==> config.mk <==
export PLATFORM = sky130hd
export DESIGN_NAME = log_entry_packet_segmenter
export DESIGN_NICKNAME = d
export VERILOG_FILES = /design/src/rtl/lesps_pkg.sv /design/src/rtl/log_entry_packet_segmenter.sv /design/src/rtl/lesps_queue.sv /design/src/rtl/lesps_front.sv /design/src/rtl/lesps_back.sv
export SDC_FILE = /design/constraint.sdc
export NUM_CORES = 1
export LEC_CHECK = 0
export BUFFER_PORTS_ARGS = -buffer_cell sky130_fd_sc_hd__buf_2
export CAP_MARGIN = 30
export CORE_MARGIN = 1
export CORE_UTILIZATION = 30
export DETAILED_ROUTE_END_ITERATION = 10
export PLACE_DENSITY = 0.52
export SLEW_MARGIN = 0
export SYNTH_ARGS = -nofsm -noshare
export SYNTH_HDL_FRONTEND = slang
export SYNTH_HIERARCHICAL = 1
export SYNTH_SLANG_ARGS = --single-unit
==> constraint.sdc <==
create_clock -name clk_i -period 11.1 [get_ports clk_i]
set_clock_uncertainty 0.05 [all_clocks]
set_input_delay 0 -clock clk_i [delete_from_list [all_inputs] [get_ports clk_i]]
set_output_delay 0 -clock clk_i [all_outputs]
set_load 0.02 [all_outputs]
==> src/rtl/lesps_pkg.sv <==
`default_nettype none

package lesps_pkg;

  localparam int unsigned DefaultLengthBits = 16;
  localparam int unsigned DefaultQueueDepth = 4;
  localparam int unsigned ByteW             = 8;
  localparam int unsigned PrefixW           = 16;
  localparam int unsigned CfgW              = 13;
  localparam int unsigned ChunkLenW         = 13;
  localparam int unsigned IndexW            = 8;

  localparam logic [CfgW-1:0]   MaxChunkReset = 13'd179;
  localparam logic [IndexW-1:0] LastIndex     = 8'hFF;

  localparam logic ResChunk = 1'b0;
  localparam logic ResError = 1'b1;

  typedef enum logic [1:0] {
    CmdNone,
    CmdTrail,
    CmdPlace
  } cmd_kind_e;

  typedef enum logic [1:0] {
    PhLenLo,
    PhLenHi,
    PhBody
  } phase_e;

  typedef struct packed {
    logic empty;
    logic full;
    logic room_two;
  } q_status_t;

  // Entry end positions need one bit above the wider of position and prefix.
  function automatic int unsigned fin_width(int unsigned lb);
    return ((lb > PrefixW) ? lb : PrefixW) + 1;
  endfunction

  function automatic int unsigned cmd_width(int unsigned lb);
    return 3 + 2 * lb + fin_width(lb);
  endfunction

  function automatic int unsigned res_width(int unsigned lb);
    return lb + ChunkLenW + IndexW + 3;
  endfunction

endpackage

`default_nettype wire

==> src/rtl/log_entry_packet_segmenter.sv <==
// Path: a byte accepted enters the command queue; the back packer then moves
//   its results into the result queue, from which they reach the result ports.
// Throughput: one byte per cycle while full is low; results leave one word per
//   cycle, so a byte that closes a chunk and ends the query yields two words.
// Reset: asynchronous, active low; clears both queues, all parser and packer
//   state, and loads the chunk size register with 179.
`default_nettype none

module log_entry_packet_segmenter #(
  parameter int unsigned LengthBits = lesps_pkg::DefaultLengthBits,
  parameter int unsigned QueueDepth = lesps_pkg::DefaultQueueDepth
) (
  input  logic                            clk_i,
  input  logic                            rst_ni,
  // byte side
  input  logic                            push,
  output logic                            full,
  input  logic [lesps_pkg::ByteW-1:0]     data_byte_i,
  input  logic [LengthBits-1:0]           total_length_i,
  input  logic                            start_of_query_i,
  // chunk size register
  input  logic                            cfg_valid_i,
  output logic                            cfg_ready_o,
  input  logic [lesps_pkg::CfgW-1:0]      cfg_data_i,
  // result side
  output logic                            empty,
  input  logic                            pop,
  output logic                            result_kind_o,
  output logic [LengthBits-1:0]           chunk_offset_o,
  output logic [lesps_pkg::ChunkLenW-1:0] chunk_length_o,
  output logic [lesps_pkg::IndexW-1:0]    packet_index_o,
  output logic                            query_done_o,
  output logic                            last_of_run_o
);
  import lesps_pkg::*;

  localparam int unsigned CmdW = cmd_width(LengthBits);
  localparam int unsigned ResW = res_width(LengthBits);

  typedef struct packed {
    logic                  kind;
    logic [LengthBits-1:0] offset;
    logic [ChunkLenW-1:0]  length;
    logic [IndexW-1:0]     index;
    logic                  done;
    logic                  last;
  } res_t;

  logic [CfgW-1:0] max_chunk_q;
  logic            accept;
  logic            cmd_valid, cmd_pop;
  logic [CmdW-1:0] cmd_wr, cmd_rd;
  q_status_t       cmd_status, res_status;
  logic            res_wr0, res_wr1, res_rd;
  logic [ResW-1:0] res0, res1, res_rd_data;
  res_t            head;

  // The register must be written only while the block is idle; the block does not enforce it, so take it at once.
  assign cfg_ready_o = 1'b1;

  always_ff @(posedge clk_i or negedge rst_ni) begin
    if (!rst_ni) begin
      max_chunk_q <= MaxChunkReset;
    end else if (cfg_valid_i && cfg_ready_o) begin
      max_chunk_q <= cfg_data_i;
    end
  end

  // Hold off bytes only while the command queue has no free slot; the front
  // never waits on the result side directly.
  assign full   = cmd_status.full;
  assign accept = push && !full;

  // Front: track position and length prefix, turn bytes into commands.
  lesps_front #(
    .LengthBits(LengthBits)
  ) u_front (
    .clk_i           (clk_i),
    .rst_ni          (rst_ni),
    .accept_i        (accept),
    .data_byte_i     (data_byte_i),
    .total_length_i  (total_length_i),
    .start_of_query_i(start_of_query_i),
    .cmd_valid_o     (cmd_valid),
    .cmd_o           (cmd_wr)
  );

  lesps_queue #(
    .Width(CmdW),
    .Depth(QueueDepth)
  ) u_cmd_queue (
    .clk_i     (clk_i),
    .rst_ni    (rst_ni),
    .wr0_i     (cmd_valid),
    .wr_data0_i(cmd_wr),
    .wr1_i     (1'b0),
    .wr_data1_i('0),
    .rd_i      (cmd_pop),
    .rd_data_o (cmd_rd),
    .status_o  (cmd_status)
  );

  // Back: pack entries into chunks; advance only while two result slots are
  // free, since one command may emit a flushed chunk and a final word.
  lesps_back #(
    .LengthBits(LengthBits)
  ) u_back (
    .clk_i       (clk_i),
    .rst_ni      (rst_ni),
    .max_chunk_i (max_chunk_q),
    .cmd_status_i(cmd_status),
    .cmd_i       (cmd_rd),
    .cmd_pop_o   (cmd_pop),
    .res_status_i(res_status),
    .res_wr0_o   (res_wr0),
    .res0_o      (res0),
    .res_wr1_o   (res_wr1),
    .res1_o      (res1)
  );

  lesps_queue #(
    .Width(ResW),
    .Depth(QueueDepth)
  ) u_res_queue (
    .clk_i     (clk_i),
    .rst_ni    (rst_ni),
    .wr0_i     (res_wr0),
    .wr_data0_i(res0),
    .wr1_i     (res_wr1),
    .wr_data1_i(res1),
    .rd_i      (res_rd),
    .rd_data_o (res_rd_data),
    .status_o  (res_status)
  );

  // The oldest result word sits at the queue head while empty is low.
  assign empty  = res_status.empty;
  assign res_rd = pop && !empty;
  assign head   = res_t'(res_rd_data);

  assign result_kind_o  = head.kind;
  assign chunk_offset_o = head.offset;
  assign chunk_length_o = head.length;
  assign packet_index_o = head.index;
  assign query_done_o   = head.done;
  assign last_of_run_o  = head.last;

endmodule

`default_nettype wire

==> src/rtl/lesps_queue.sv <==
`default_nettype none

module lesps_queue #(
  parameter int unsigned Width = 8,
  parameter int unsigned Depth = lesps_pkg::DefaultQueueDepth,
  localparam int unsigned AddrW = $clog2(Depth)
) (
  input  logic                 clk_i,
  input  logic                 rst_ni,
  input  logic                 wr0_i,
  input  logic [Width-1:0]     wr_data0_i,
  input  logic                 wr1_i,
  input  logic [Width-1:0]     wr_data1_i,
  input  logic                 rd_i,
  output logic [Width-1:0]     rd_data_o,
  output lesps_pkg::q_status_t status_o
);
  import lesps_pkg::*;

  logic [Width-1:0] mem_q [Depth];
  logic [AddrW-1:0] wptr_q, wptr_d, rptr_q, rptr_d, wr_addr1;
  logic [AddrW:0]   count_q, count_d;

  always_comb begin
    wr_addr1 = wptr_q + AddrW'(wr0_i);
    wptr_d   = wptr_q + AddrW'(wr0_i) + AddrW'(wr1_i);
    rptr_d   = rptr_q + AddrW'(rd_i);
    count_d  = count_q + (AddrW+1)'(wr0_i) + (AddrW+1)'(wr1_i) - (AddrW+1)'(rd_i);
    status_o.empty    = (count_q == '0);
    status_o.full     = (count_q == (AddrW+1)'(Depth));
    status_o.room_two = (count_q <= (AddrW+1)'(Depth - 2));
    rd_data_o = mem_q[rptr_q];
  end

  always_ff @(posedge clk_i) begin
    if (wr0_i) begin
      mem_q[wptr_q] <= wr_data0_i;
    end
    if (wr1_i) begin
      mem_q[wr_addr1] <= wr_data1_i;
    end
  end

  always_ff @(posedge clk_i or negedge rst_ni) begin
    if (!rst_ni) begin
      wptr_q  <= '0;
      rptr_q  <= '0;
      count_q <= '0;
    end else begin
      wptr_q  <= wptr_d;
      rptr_q  <= rptr_d;
      count_q <= count_d;
    end
  end

  a_no_overflow: assert property (@(posedge clk_i) disable iff (!rst_ni)
    count_q <= (AddrW+1)'(Depth))
    else $error("queue count above depth");

  a_pair_has_room: assert property (@(posedge clk_i) disable iff (!rst_ni)
    wr1_i |-> (wr0_i && status_o.room_two))
    else $error("second write without room or first write");

  a_no_underflow: assert property (@(posedge clk_i) disable iff (!rst_ni)
    rd_i |-> !status_o.empty)
    else $error("read from empty queue");

endmodule

`default_nettype wire

==> src/rtl/lesps_front.sv <==
`default_nettype none

module lesps_front #(
  parameter int unsigned LengthBits = lesps_pkg::DefaultLengthBits,
  localparam int unsigned FinW = lesps_pkg::fin_width(LengthBits),
  localparam int unsigned CmdW = lesps_pkg::cmd_width(LengthBits)
) (
  input  logic                        clk_i,
  input  logic                        rst_ni,
  input  logic                        accept_i,
  input  logic [lesps_pkg::ByteW-1:0] data_byte_i,
  input  logic [LengthBits-1:0]       total_length_i,
  input  logic                        start_of_query_i,
  output logic                        cmd_valid_o,
  output logic [CmdW-1:0]             cmd_o
);
  import lesps_pkg::*;

  typedef struct packed {
    logic                  restart;
    cmd_kind_e             kind;
    logic [LengthBits-1:0] start;
    logic [FinW-1:0]       fin;
    logic [LengthBits-1:0] total;
  } cmd_t;

  logic [LengthBits-1:0] pos_q, pos_d, p;
  phase_e                phase_q, phase_d, phase_c;
  logic [ByteW-1:0]      low_q, low_d, low_c;
  logic [FinW-1:0]       fin_q, fin_d, fin_c, fin_new, p_next;
  logic                  in_range;
  cmd_t                  cmd;

  always_comb begin
    p       = start_of_query_i ? '0 : pos_q;
    phase_c = start_of_query_i ? PhLenLo : phase_q;
    low_c   = start_of_query_i ? '0 : low_q;
    fin_c   = start_of_query_i ? '0 : fin_q;
    p_next  = FinW'(p) + FinW'(1);
    fin_new = p_next + FinW'({data_byte_i, low_c});
    in_range = (p < total_length_i);

    pos_d   = pos_q;
    phase_d = phase_q;
    low_d   = low_q;
    fin_d   = fin_q;

    cmd.restart = start_of_query_i;
    cmd.kind    = CmdNone;
    cmd.start   = p;
    cmd.fin     = fin_new;
    cmd.total   = total_length_i;

    if (accept_i) begin
      pos_d   = (&p) ? p : p + LengthBits'(1);
      phase_d = phase_c;
      low_d   = low_c;
      fin_d   = fin_c;
      if (in_range) begin
        unique case (phase_c)
          PhLenLo: begin
            // a lone byte where a prefix should start closes the query
            if (p_next == FinW'(total_length_i)) begin
              cmd.kind = CmdTrail;
            end else begin
              low_d   = data_byte_i;
              phase_d = PhLenHi;
            end
          end
          PhLenHi: begin
            fin_d     = fin_new;
            phase_d   = ({data_byte_i, low_c} == '0) ? PhLenLo : PhBody;
            cmd.kind  = CmdPlace;
            cmd.start = p - LengthBits'(1);
          end
          PhBody: begin
            if (p_next >= fin_c) begin
              phase_d = PhLenLo;
            end
          end
          default: phase_d = PhLenLo;
        endcase
      end
    end

    cmd_valid_o = accept_i && (start_of_query_i || (cmd.kind != CmdNone));
    cmd_o       = cmd;
  end

  always_ff @(posedge clk_i or negedge rst_ni) begin
    if (!rst_ni) begin
      pos_q   <= '0;
      phase_q <= PhLenLo;
      low_q   <= '0;
      fin_q   <= '0;
    end else begin
      pos_q   <= pos_d;
      phase_q <= phase_d;
      low_q   <= low_d;
      fin_q   <= fin_d;
    end
  end

endmodule

`default_nettype wire

==> src/rtl/lesps_back.sv <==
`default_nettype none

module lesps_back #(
  parameter int unsigned LengthBits = lesps_pkg::DefaultLengthBits,
  localparam int unsigned FinW = lesps_pkg::fin_width(LengthBits),
  localparam int unsigned CmdW = lesps_pkg::cmd_width(LengthBits),
  localparam int unsigned ResW = lesps_pkg::res_width(LengthBits)
) (
  input  logic                       clk_i,
  input  logic                       rst_ni,
  input  logic [lesps_pkg::CfgW-1:0] max_chunk_i,
  input  lesps_pkg::q_status_t       cmd_status_i,
  input  logic [CmdW-1:0]            cmd_i,
  output logic                       cmd_pop_o,
  input  lesps_pkg::q_status_t       res_status_i,
  output logic                       res_wr0_o,
  output logic [ResW-1:0]            res0_o,
  output logic                       res_wr1_o,
  output logic [ResW-1:0]            res1_o
);
  import lesps_pkg::*;

  typedef struct packed {
    logic                  restart;
    cmd_kind_e             kind;
    logic [LengthBits-1:0] start;
    logic [FinW-1:0]       fin;
    logic [LengthBits-1:0] total;
  } cmd_t;

  typedef struct packed {
    logic                  kind;
    logic [LengthBits-1:0] offset;
    logic [ChunkLenW-1:0]  length;
    logic [IndexW-1:0]     index;
    logic                  done;
    logic                  last;
  } res_t;

  cmd_t                  cmd;
  res_t                  res_a, res_b;
  logic [LengthBits-1:0] cb_q, cb_d, cb_c, ce_q, ce_d, ce_c, b_begin;
  logic [IndexW-1:0]     ps_q, ps_d, ps_c;
  logic                  ab_q, ab_d, ab_c;
  logic [FinW-1:0]       tot_f, st_f, max_f, span;
  logic                  take, single_pkt, fits1, fits2, too_big, has_open, split;
  logic                  a_valid, b_valid, b_error;

  always_comb begin
    cmd  = cmd_t'(cmd_i);
    take = !cmd_status_i.empty && res_status_i.room_two;

    cb_c = cmd.restart ? '0 : cb_q;
    ce_c = cmd.restart ? '0 : ce_q;
    ps_c = cmd.restart ? '0 : ps_q;
    ab_c = cmd.restart ? 1'b0 : ab_q;

    tot_f = FinW'(cmd.total);
    st_f  = FinW'(cmd.start);
    max_f = FinW'(max_chunk_i);
    span  = (cmd.kind == CmdTrail) ? (tot_f - st_f) : (cmd.fin - st_f);

    single_pkt = (tot_f <= max_f);
    fits1      = (cmd.fin <= FinW'(cb_c) + max_f) && (cmd.fin <= tot_f);
    fits2      = (cmd.fin <= st_f + max_f) && (cmd.fin <= tot_f);
    too_big    = (span > max_f);
    has_open   = (ce_c > cb_c);
    split      = (cmd.kind == CmdTrail) || ((cmd.kind == CmdPlace) && !fits1);

    // flush the open chunk before a trailing byte or an entry that does not fit it
    a_valid = !ab_c && split && has_open;
    b_valid = !ab_c && ((cmd.kind == CmdTrail) ||
              ((cmd.kind == CmdPlace) &&
               (fits1 ? (cmd.fin == tot_f) : (!fits2 || (cmd.fin == tot_f)))));
    b_error = split && too_big;
    b_begin = split ? cmd.start : cb_c;

    res_a.kind   = ResChunk;
    res_a.offset = cb_c;
    res_a.length = ChunkLenW'(ce_c - cb_c);
    res_a.index  = single_pkt ? '0 : ps_c + IndexW'(1);
    res_a.done   = 1'b0;
    res_a.last   = !b_valid;

    res_b.kind   = b_error ? ResError : ResChunk;
    res_b.offset = b_begin;
    res_b.length = b_error ? '0 : ChunkLenW'(cmd.total - b_begin);
    res_b.index  = (b_error || single_pkt) ? '0 : LastIndex;
    res_b.done   = 1'b1;
    res_b.last   = 1'b1;

    cb_d = cb_q;
    ce_d = ce_q;
    ps_d = ps_q;
    ab_d = ab_q;
    if (take) begin
      cb_d = cb_c;
      ce_d = ce_c;
      ps_d = ps_c + IndexW'(a_valid) + IndexW'(b_valid && !b_error);
      ab_d = ab_c || b_valid;
      if (!ab_c && (cmd.kind != CmdNone)) begin
        if (split) begin
          cb_d = cmd.start;
          ce_d = cmd.start;
        end
        if ((cmd.kind == CmdPlace) && (fits1 || fits2)) begin
          ce_d = LengthBits'(cmd.fin);
        end
      end
    end

    cmd_pop_o = take;
    res_wr0_o = take && (a_valid || b_valid);
    res0_o    = a_valid ? res_a : res_b;
    res_wr1_o = take && a_valid && b_valid;
    res1_o    = res_b;
  end

  always_ff @(posedge clk_i or negedge rst_ni) begin
    if (!rst_ni) begin
      cb_q <= '0;
      ce_q <= '0;
      ps_q <= '0;
      ab_q <= 1'b0;
    end else begin
      cb_q <= cb_d;
      ce_q <= ce_d;
      ps_q <= ps_d;
      ab_q <= ab_d;
    end
  end

  a_pair_order: assert property (@(posedge clk_i) disable iff (!rst_ni)
    res_wr1_o |-> (res_a.kind == ResChunk && !res_a.done && !res_a.last))
    else $error("result pair does not open with a plain chunk");

  a_done_stops: assert property (@(posedge clk_i) disable iff (!rst_ni)
    (take && b_valid) |=> ab_q)
    else $error("query not closed after final result");

endmodule

`default_nettype wire

Yosys cells after proc, flatten, opt, wreduce, memory -nomap -nowiden. Memories as Yosys holds them, arrays and structs flattened. Index checks and enable logic that the tools add are counted. Widths: inputs -> output; s select.

Add/subtract/negate cells: 23. Multipliers: 0. Divide/modulo/power cells: 0. Magnitude comparators: 9. Equal/unequal tests: 7. Shift-type cells: 0. Multiplexer cells: 42. Bitwise logic cells: 0. Reduce and logical (&&, ||, !) cells: 41.

Operator list (count): $mux 16 (10); $mux 17 (4); $mux 8 (7); $mux 40 (1); $mux 18 (2); $add 16x13->17 (2); $eq 17x16->1 (2); $le 17x17->1 (2); $sub 13x13->13 (2); $logic_and 1x1->1 (18); $add 16x1->17 const B (1); $add 17x16->17 (1); $ge 17x17->1 (1); $gt 17x13->1 (1); $le 17x16->1 (1); $sub 16x16->17 (1); $sub 17x16->17 (1); $add 16x1->16 const B (1); $add 8x1->8 (2); $gt 16x16->1 (1); $le 16x13->1 (1); $logic_not 16->1 (1); $lt 16x16->1 (1); $reduce_and 16->1 (1); other kinds (19) (57).

Bits in registers: 111. Bits in latches: 0. RAM bits: 368. Bits in read-only memories: 0. Bits of input ports: 43. Output and inout bits: 43. Memories: 2.

Memory list: u_cmd_queue.mem_q (depth 4, width 52, rd ports 1, clocked after Yosys merged registers in 0, wr ports 1, RTL line lesps_queue.sv:20) `logic [Width-1:0] mem_q [Depth];`; u_res_queue.mem_q (depth 4, width 40, rd ports 1, clocked after Yosys merged registers in 0, wr ports 2, RTL line lesps_queue.sv:20).

Logic depth before layout (Yosys ltp). An unclocked memory read counts as a cell.

Depth after elaboration: 15. Mapped depth: 41. Gate-level depth less buffers: 36.

Hierarchy. Netlist, hierarchy kept.

Modules (own cells, without submodules): lesps_queue (u_cmd_queue) (instances 1, cells each 542, area an instance 10811.6 sq um, seq. area each 6421.2 sq um); lesps_back (instances 1, cells each 1184, area an instance 8415.6 sq um, seq. area each 1026.0 sq um); lesps_queue (u_res_queue) (instances 1, cells each 427, area an instance 8272.9 sq um, seq. area each 4979.8 sq um); lesps_front (instances 1, cells each 540, area an instance 4498.1 sq um, seq. area each 1076.0 sq um); log_entry_packet_segmenter (instances 1, cells each 32, area an instance 554.3 sq um, seq. area each 331.6 sq um).

Least setup slack after synthesis. OpenSTA, ideal clock, no wires.

Kind: reg-to-reg. Start: register u_cmd_queue.rptr_q[0]. End: memory u_res_queue/mem_q[0][0] (netlist name) (enable). Setup time: 0.493 ns. Data arrival time: 9.298 ns. Data required time: 10.557 ns. Setup slack: 1.259 ns. Stages on the path, launching flop included: 33. Buffers on the path: 6. Period minus slack after synthesis: 9.841 ns. Path through: dfrtp_1 buf_2 mux4_2 buf_2 buf_1 clkbuf_1 nor2b_1 ha_1 inv_1 fa_1 nor2b_1 maj3_1 a211oi_2 o21ai_1 maj3_2 a31o_1 a31oi_1 nor2b_1 o21ai_1 mux2i_1 ha_1 nand3_1 or3_1 o211a_1 o211ai_4 o211ai_1 nor2_1 o21ai_2 buf_4 buf_4 a21oi_1 nand2b_1 o21ai_0.

RTL lines: start, declared (RTL line lesps_queue.sv:21) `logic [AddrW-1:0] wptr_q, wptr_d, rptr_q, rptr_d, wr_addr1;`; start signal, assigned (RTL line lesps_queue.sv:51) `rptr_q <= rptr_d;`; end, declared (RTL line lesps_queue.sv:20).

==> metrics.csv <==
metric;value;unit
outcome;finished, violations left;
failing checks;slew limit;
Critical-path top delay cell;mux4_2;
per-cell routed wire length;20.2;um
CTS Buf Count;55;
Tcrit/Tclk final;0.848;
Syn Inst Count;2722;
Worst-path clk slew;0.06;ns
Layout area overhead;15.1;%
Synth Cell Area;32500;um2
Final min period;9.41;ns
Routed WL;90300;um
vias per inst;4.92;
Fin. Hold Viols;0;
multi-input logic area;18100;um2
Worst Setup Path Type;flop to flop;
required arrival time at the worst endpoint;11.43;ns
die area;110000;um2
CTS tree;built;
final setup fails;0;
measured slew at the worst slew-check pin;7.63;ns
clock buffer depth;3;
pre-CTS worst setup slack;1.68;ns
detailed placer's ending HPWL;63400;um
clk root buf;clkbuf_16;
IO Port Bufs;84;
f_max;106;MHz
gpl congestion;0.851;
DRT iter0 DRCs;1466;
Max Cap Viol;0;
Final nets;3265;
Critical Path Fanout Max;24;
crit end category;flop;
final instance area;37500;um2
setup slack, reg-to-reg;1.69;ns
sequential cell area;13800;um2
DR vias;21900;
pins over their slew limit;215;
drt first pass iters;5;
core area;107000;um2
Fin Setup TNS;0;ns
residual antenna-violating net count after detailed routing;0;
filler instances;10700;
Syn Area/Cell;12.0;um2
die width;331;um
I/O pin count;86;
DP Area;35000;um2
CP arrival;9.74;ns
Clock Latency Late Sink;0.64;ns
Remaining DRCs;0;
CP max stage delay;0.78;ns
CTS HTree Levels;2;
initial antenna violation count;3;
Total GRT Usage;0.163;
gr ovfl total;0;
layout cells sized above 1;0.244;
Hold Path Class;input pin to flop;
RSZ-0062 raised after global routing;no;
largest net degree at the start of global routing;62;
yosys warns;6;
most used cell, CP;nor2b_1;
vias in the first global route;22300;
DIE HEIGHT;331;um
number of diodes;0;
setup bufs post-CTS;0;
std cell rows;120;
Initial Util;0.303;
post-route setup slack;1.69;ns
first-pass GRT wire length;138000;um
clock sinks;479;
Slew HR;-4.09;
CP Launch Type;flop;
[final timing paths]
kind,start,to,depth (start not counted)
worst min-delay path,push,u_front/pos_q[13]$_DFFE_PN0P_,4
max in group asynchronous,rst_ni,u_cmd_queue/rptr_q[0]$_DFF_PN0_,4
worst min register to register,u_back/cb_q[9]$_DFFE_PN0P_,u_back/cb_q[9]$_DFFE_PN0P_,2
worst max-delay path,u_cmd_queue/rptr_q[0]$_DFF_PN0_,u_res_queue/mem_q[2][22]$_DFFE_PP_,35
min in group asynchronous,rst_ni,max_chunk_q[8]$_DFFE_PN0P_,4
worst max register to register,u_cmd_queue/rptr_q[0]$_DFF_PN0_,u_res_queue/mem_q[2][22]$_DFFE_PP_,35
[per-layer routing]
layer  GRT usage  vias to the layer above  part of all wire  wire (um)
met5           0                        -           0.00010          9
met4      0.0461                        2             0.027       2480
met3      0.0229                      117             0.043       3880
met2       0.275                      439              0.48      43000
met1       0.218                    10900              0.45      41000
li1            -                    10500                 -          -
[cells in the final DEF (no fill, tap or decap), types with 32 or more instances in the layout]
cell type      instances
inv_1                149
edfxtp_1             368
a21oi_1              118
mux4_2                92
nand2_1              220
ha_1                 196
nor3_1                33
nand3_1               48
nor2b_1               69
clkbuf_16             58
a21o_1                32
buf_2                 83
mux2_4               147
mux2_2               233
xnor2_1               91
o21ai_0              131
nor2_1               120
buf_4                 33
dlygate4sd3_1         54
conb_1               215
dfrtp_1              102
[worst max-delay path: cells and delay by family (launching register included)]
family / cells / cell delay [ns]
AOI/OAI and AO/OA: 13 / 2.87
xor gates and xnor gates: 1 / 0.17
adders and majority gates: 7 / 2.08
buffers and inverters: 2 / 0.21
DFF: 1 / 0.66
muxes: 4 / 1.57
and+or+nand+nor: 8 / 1.55
[sequential cells by signal, summed over array words and instances, names as in the netlist]
name	cells
u_back/cb_q	16
u_back/ab_q	1
u_front/pos_q	16
u_res_queue/mem_q	160
u_cmd_queue/mem_q	208
u_res_queue/count_q	3
u_front/fin_q	17
u_cmd_queue/wptr_q	2
u_front/low_q	8
u_back/ps_q	8
u_res_queue/rptr_q	2
u_res_queue/wptr_q	2
u_back/ce_q	16
u_front/phase_q	2
u_cmd_queue/count_q	3
u_cmd_queue/rptr_q	2
max_chunk_q	13
[what timing repair did]
item                       4_1_cts  5_1_grt
resized for setup                0        0
hold endpoints to repair       150        0
hold buffers                    55        0
setup endpoints to repair        0        0
[through the flow]
step	cells	utilization	hold slack [ns]
floorplan	2934	-	-0.346
global placement	4302	0.325	0.0382
detailed placement	4305	0.326	0.0354
CTS	4463	0.349	0.00995
global route	4464	0.349	0.0517
finish	4464	0.349	0.0483
[cell type report]
| cell class | count | share of cell area |
|---|---|---|
| Timing Repair Buffer | 175 | 0.0344 |
| Tap cell | 1403 | 0.0469 |
| Inverter | 155 | 0.0155 |
| Sequential cell | 479 | 0.369 |
| Clock inverter | 29 | 0.00818 |
| Multi-Input combinational cell | 2149 | 0.483 |
| Clock buffer | 74 | 0.0427 |
Power is not shown: default switching activity piles up to over one toggle a cycle in this logic, so the estimate is an artifact.
